===== src/rtl/sip24_pkg.sv =====
// Shared types, constants and round functions for the SipHash-2-4 stream core.
package sip24_pkg;

  localparam int unsigned WordW  = 64;
  localparam int unsigned CountW = 4;
  localparam int unsigned LenW   = 8;
  localparam int unsigned AddrW  = 4;

  localparam logic [WordW-1:0] IV_A = 64'h736F6D6570736575;
  localparam logic [WordW-1:0] IV_B = 64'h646F72616E646F6D;
  localparam logic [WordW-1:0] IV_C = 64'h6C7967656E657261;
  localparam logic [WordW-1:0] IV_D = 64'h7465646279746573;
  localparam logic [WordW-1:0] FIN_XOR = 64'h00000000000000FF;

  // Register indexes, taken from address bit 3 (registers sit 8 bytes apart).
  localparam logic REG_KEY_LOW  = 1'b0;
  localparam logic REG_KEY_HIGH = 1'b1;

  typedef struct packed {
    logic [WordW-1:0] a;
    logic [WordW-1:0] b;
    logic [WordW-1:0] c;
    logic [WordW-1:0] d;
  } lanes_t;

  // A finished message handed from the absorb stage to finalization.
  typedef struct packed {
    lanes_t          lanes;
    logic            full_last;
    logic [LenW-1:0] len;
  } fin_t;

  function automatic lanes_t sip_round(lanes_t s);
    lanes_t r;
    r = s;
    r.a = r.a + r.b;  r.b = {r.b[50:0], r.b[63:51]};
    r.b = r.b ^ r.a;  r.a = {r.a[31:0], r.a[63:32]};
    r.c = r.c + r.d;  r.d = {r.d[47:0], r.d[63:48]};
    r.d = r.d ^ r.c;
    r.a = r.a + r.d;  r.d = {r.d[42:0], r.d[63:43]};
    r.d = r.d ^ r.a;
    r.c = r.c + r.b;  r.b = {r.b[46:0], r.b[63:47]};
    r.b = r.b ^ r.c;  r.c = {r.c[31:0], r.c[63:32]};
    return r;
  endfunction

  function automatic lanes_t sip_absorb(lanes_t s, logic [WordW-1:0] m);
    lanes_t r;
    r = s;
    r.d = r.d ^ m;
    r = sip_round(r);
    r = sip_round(r);
    r.a = r.a ^ m;
    return r;
  endfunction

endpackage


===== src/rtl/sip24_cfg.sv =====
// APB-style key register file for the SipHash-2-4 stream core.
module sip24_cfg (
  input  logic                      clk_i,
  input  logic                      rst_ni,
  input  logic                      psel,
  input  logic                      penable,
  input  logic                      pwrite,
  input  logic [sip24_pkg::AddrW-1:0] paddr,
  input  logic [sip24_pkg::WordW-1:0] pwdata,
  output logic [sip24_pkg::WordW-1:0] prdata,
  output logic                      pready,
  output logic [sip24_pkg::WordW-1:0] key_low_o,
  output logic [sip24_pkg::WordW-1:0] key_high_o
);
  import sip24_pkg::*;

  logic [WordW-1:0] key_low_q;
  logic [WordW-1:0] key_high_q;
  logic             wr_en;

  assign pready = 1'b1;
  assign wr_en  = psel && penable && pwrite && pready;

  always_ff @(posedge clk_i or negedge rst_ni) begin
    if (!rst_ni) begin
      key_low_q  <= '0;
      key_high_q <= '0;
    end else if (wr_en) begin
      unique case (paddr[3])
        REG_KEY_LOW:  key_low_q  <= pwdata;
        REG_KEY_HIGH: key_high_q <= pwdata;
        default: ;
      endcase
    end
  end

  always_comb begin
    unique case (paddr[3])
      REG_KEY_LOW:  prdata = key_low_q;
      REG_KEY_HIGH: prdata = key_high_q;
      default:      prdata = '0;
    endcase
  end

  assign key_low_o  = key_low_q;
  assign key_high_o = key_high_q;

endmodule


===== config.mk =====
export PLATFORM = sky130hd
export DESIGN_NAME = sip24_cfg
export DESIGN_NICKNAME = d
export VERILOG_FILES = /design/src/rtl/sip24_pkg.sv /design/src/rtl/sip24_cfg.sv
export SDC_FILE = /design/constraint.sdc
export NUM_CORES = 1
export LEC_CHECK = 0
export ABC_AREA = 0
export BUFFER_PORTS_ARGS = -buffer_cell sky130_fd_sc_hd__buf_2
export CAP_MARGIN = 20
export CORE_MARGIN = 10
export CORE_UTILIZATION = 40
export CTS_CLUSTER_SIZE = 28
export DETAILED_ROUTE_END_ITERATION = 16
export PLACE_DENSITY_LB_ADDON = 0.1
export SLEW_MARGIN = 20
export SYNTH_ARGS = -nofsm -noshare
export SYNTH_HDL_FRONTEND = slang
export SYNTH_SLANG_ARGS = --single-unit
export TNS_END_PERCENT = 1

===== constraint.sdc =====
create_clock -name clk_i -period 1.1 [get_ports clk_i]
set_input_delay 0.22 -clock clk_i [delete_from_list [all_inputs] [get_ports clk_i]]
set_output_delay 0.22 -clock clk_i [all_outputs]
set_load 0.02 [all_outputs]

## Word-level counts from Yosys, hierarchy flattened

Cells that the tools add are included.

| storage, ports and cells | value |
|---|---|
| flip-flop bits (word level) | 128 |
| output and inout port bits | 193 |
| bits of input ports | 73 |
| logic and storage cells | 8 |

| cells by class | value |
|---|---|
| bitwise logic cells | 1 |
| reductions and logical operators | 4 |
| multiplexer cells | 1 |

Operators by type and width:

| operator | number |
|---|---|
| $pmux 64 s2 | 1 |
| $reduce_and 2->1 | 2 |
| $logic_and 1x1->1 | 2 |
| $not 1->1 | 1 |

## Depth between registers and ports, before layout

| depth | value |
|---|---|
| depth in word-level cells | 3 |
| gate-level depth with buffers | 4 |
| gate-level depth less buffers | 2 |

## Worst setup path after synthesis

OpenSTA, ideal clock, no wires.

| path | value |
|---|---|
| path type | input port to output port |
| start point | in paddr[3] in the netlist's numbering |
| end point | out prdata[10] in the netlist's numbering |
| slack | -0.091 ns |
| arrival time | 0.971 ns |
| stages | 3 |
| data required time | 0.880 ns |
| path buffers | 2 |
| cells stage by stage | buf_2 > buf_4 > mux2_2 |

| on the way | value |
|---|---|
| longest elaborated chain between the ends | 2 |

Ends and longest elaborated chain:

| item | line | source |
|---|---|---|
| from (decl) | sip24_cfg.sv:8 | `input logic [sip24_pkg::AddrW-1:0] paddr,` |
| $not 1->1 | -- |  |
| $pmux 64 s2 * | sip24_cfg.sv:38 | `unique case (paddr[3])` |
| to (decl) | sip24_cfg.sv:10 | `output logic [sip24_pkg::WordW-1:0] prdata,` |

Every way passes the cells marked *; elsewhere a longest branch is shown, timed or not.

## Worst setup path after layout

| path | value |
|---|---|
| start point | reg key_high_q[22], in the netlist key_high_o[22] |
| end point | out prdata[22] in the netlist's numbering |

| on the way | value |
|---|---|
| longest elaborated chain between the ends | 1 |

Ends and longest elaborated chain:

| item | line | source |
|---|---|---|
| from (decl) | sip24_cfg.sv:18 | `logic [WordW-1:0] key_high_q;` |
| from (signal assigned) | sip24_cfg.sv:31 | `REG_KEY_HIGH: key_high_q <= pwdata;` |
| $pmux 64 s2 | sip24_cfg.sv:38 |  |

Every way passes these cells.

==> impl_metrics.toml <==
[synthesis]
yosysTopAreaCellShare_pct = 55.4
ys_seq_elements = 128
async_reset_ff_share_pct = 100
netlist.top_cell.by_area = "dfrtp_1"
yosysSeqAreaShare_pct = 55.4
syn_area_mm2 = 0.00579
yosysWarningCount = 0
ys_top_cells_by_area = "dfrtp_1 55%, mux2_2 25%, mux2_4 16%"
netlist_instances = 344
synth_most_common_cell = "dfrtp_1"
syn_avg_cell_area_um2 = 16.8
synth_cell_type_count = 10
syn_nets = 417
yosys_most_used_dff = "dfrtp_1"
netlist_top_cells_count = "128 x dfrtp_1, 127 x mux2_2, 60 x mux2_4"
synth_edf_count = 0

[finish]
multi_input_area_mm2 = 0.00247
drive_gt1_share_pct = 80.9
fillers = 954
nets = 784
area_delta_synth_final_pct = 70.1
antenna_cells = 0
final_util_pct = 70.1
register_area_mm2 = 0.00320

[setup_path]
path_max_fanout = 2
cpLargestDelayFamily = "flip-flops"
required_ps = 880
critPathLaunchType = "flip-flop"
cp.arrival_ps = 1260
regToRegStartpoint = "key_high_o[22]"
cp-end-kind = "output pin"
worst_path_max_delay_cell = "dfrtp_1"
critPathLaunch = "key_high_o[22]"
critical-path-max-stage-delay_ps = 400
cp_cell_sequence = "mux2_2 > buf_6"
crit_type = "reg -> out"
cp_num_buf_inv = 1

[timing]
max_freq_mhz = 677
fin_crit_ps = 1480
rsz0062_at_grt = "true"
fin_crit_sh_pct = 134
setup_tns_ps = -40810
layout_setup_ws_ps = -377
slew_violations = 0
hold_viol_final = 0
report.final.setup_viol = 192
finClkSkew_ps = 0

[drt]
ant_nets = 0
drc = 0
drtIter0Drc = 111
drt_pass1_iterations = 4
vias = 4351
drt_wl_total_um = 18800
wl_per_cell_um = 20.8
viasPerCell = 4.81

[floorplanning]
start_util_pct = 41.2
io_pins = 266
rows = 43
core_mm2 = 0.0140
die_w_um = 140
die_area_mm2 = 0.0197
die_h_um = 140

[clock_tree]
numCtsBuffers = 17
cts.clk_slew.worst_paths_ps = 60
htreeDepth = 4
cts.sinks = 128
root_buffer = "clkbuf_16"
clock_latency_ps = 410
tritoncts = "built"
clockBufferDepth = 2

[grt]
antenna_found_initial = 2
grt_usage_pct = 18.4
grt_overflow = 0
grt_max_degree = 53
grt_pass1_vias = 4907
grt_pass1_wl_um = 28500

[power]
leakagePower_uw = 0.00501
ir_worst_vdd_v = 0.00138
powerDensity_mw_per_mm2 = 2220

[job]
cap_violations = 0

[place]
place_hpwl_um = 12800
portBuffers = 261
gp_congestion = 0.784

[min_path]
hp-class = "in -> reg"
worstHoldStart = "pwdata[11]"

[run_status]
outcome = "complete, but fails checks"
violations = "negative setup slack"
through the flow:
step / worst slack, ps / hold slack [ps] / cells / cell area (um^2) / total power [uW]
6_report: -377 / 33.9 / 904 / 9840 / 21800
5_1_grt: -403 / 28.8 / 904 / 9840 / 22800
4_1_cts: -365 / 10.1 / 896 / 9440 / 21300
3_5_place_dp: -364 / 88.3 / 811 / 7610 / 13400
3_3_place_gp: -339 / 87.4 / 811 / 7610 / 13300
2_1_floorplan: -42.8 / -75.6 / 344 / 5820 / 10500
cells by family (layout without fill, tap and decap cells):
group,Yosys count,in the layout,synth area share (%)
muxes,192,192,41.3
buffers and inverters,21,401,2.81
other,1,1,0.0648
and+or+nand+nor,2,2,0.519
DFF,128,128,55.4
layout make-up:
| type | instances | share of cell area (%) |
|---|---|---|
| Clock inverter | 10 | 1.12 |
| Tap cell | 180 | 2.29 |
| Sequential cell | 128 | 32.5 |
| Multi-Input combinational cell | 195 | 25.1 |
| Timing Repair Buffer | 369 | 34.1 |
| Clock buffer | 22 | 4.82 |
sequential cells by signal (all words and copies together) (netlist names):
signal / flops
key_high_o: 64
key_low_o: 64
placed cells by master (no fill, tap or decap):
cell type      instances
nand4_4                1
buf_12                 8
nand4b_1               1
buf_2                119
mux2_2               113
clkbuf_8               3
buf_6                208
clkbuf_16             17
dfrtp_1              128
clkinv_2               5
buf_4                 33
mux2_1                 5
dlygate4sd3_1          1
mux2_4                74
clkinvlp_4             1
clkinv_4               2
conb_1                 1
clkbuf_1               2
bufinv_16              2
report_power, final:
group | internal (uW) | leakage, uW | switching [uW]
clock network | 3500 | 0.000290 | 2040
registers | 5760 | 0.00154 | 776
logic | 5430 | 0.00319 | 4340
total | 14700 | 0.00501 | 7150
routing by layer:
layer	wire [um]	up-vias	GRT usage [%]
met5	22	-	0
met1	6970	2184	20.2
li1	-	1978	-
met2	9980	161	31.2
met4	350	4	6.36
met3	1510	24	7.51
path summary, 6_finish.rpt:
path / to / slack (ps) / cells after the start
min in group asynchronous: key_low_o[18] / 200 / 2
max in group asynchronous: key_low_o[45] / 350 / 3
worst max register to register: key_high_o[22] / 60 / 3
worst min register to register: key_high_o[9] / 520 / 1
worst max-delay path: prdata[22] / -380 / 2
worst min-delay path: key_high_o[11] / 30 / 2
repair_timing:
item,4_1_cts,5_1_grt
setup endpoints to repair,192,192
setup buffers,52,8
hold endpoints to repair,128,0
hold buffers,1,0
resized for setup,264,99
cloned,0,0
No activity file was read; power rests on OpenSTA's default activity.
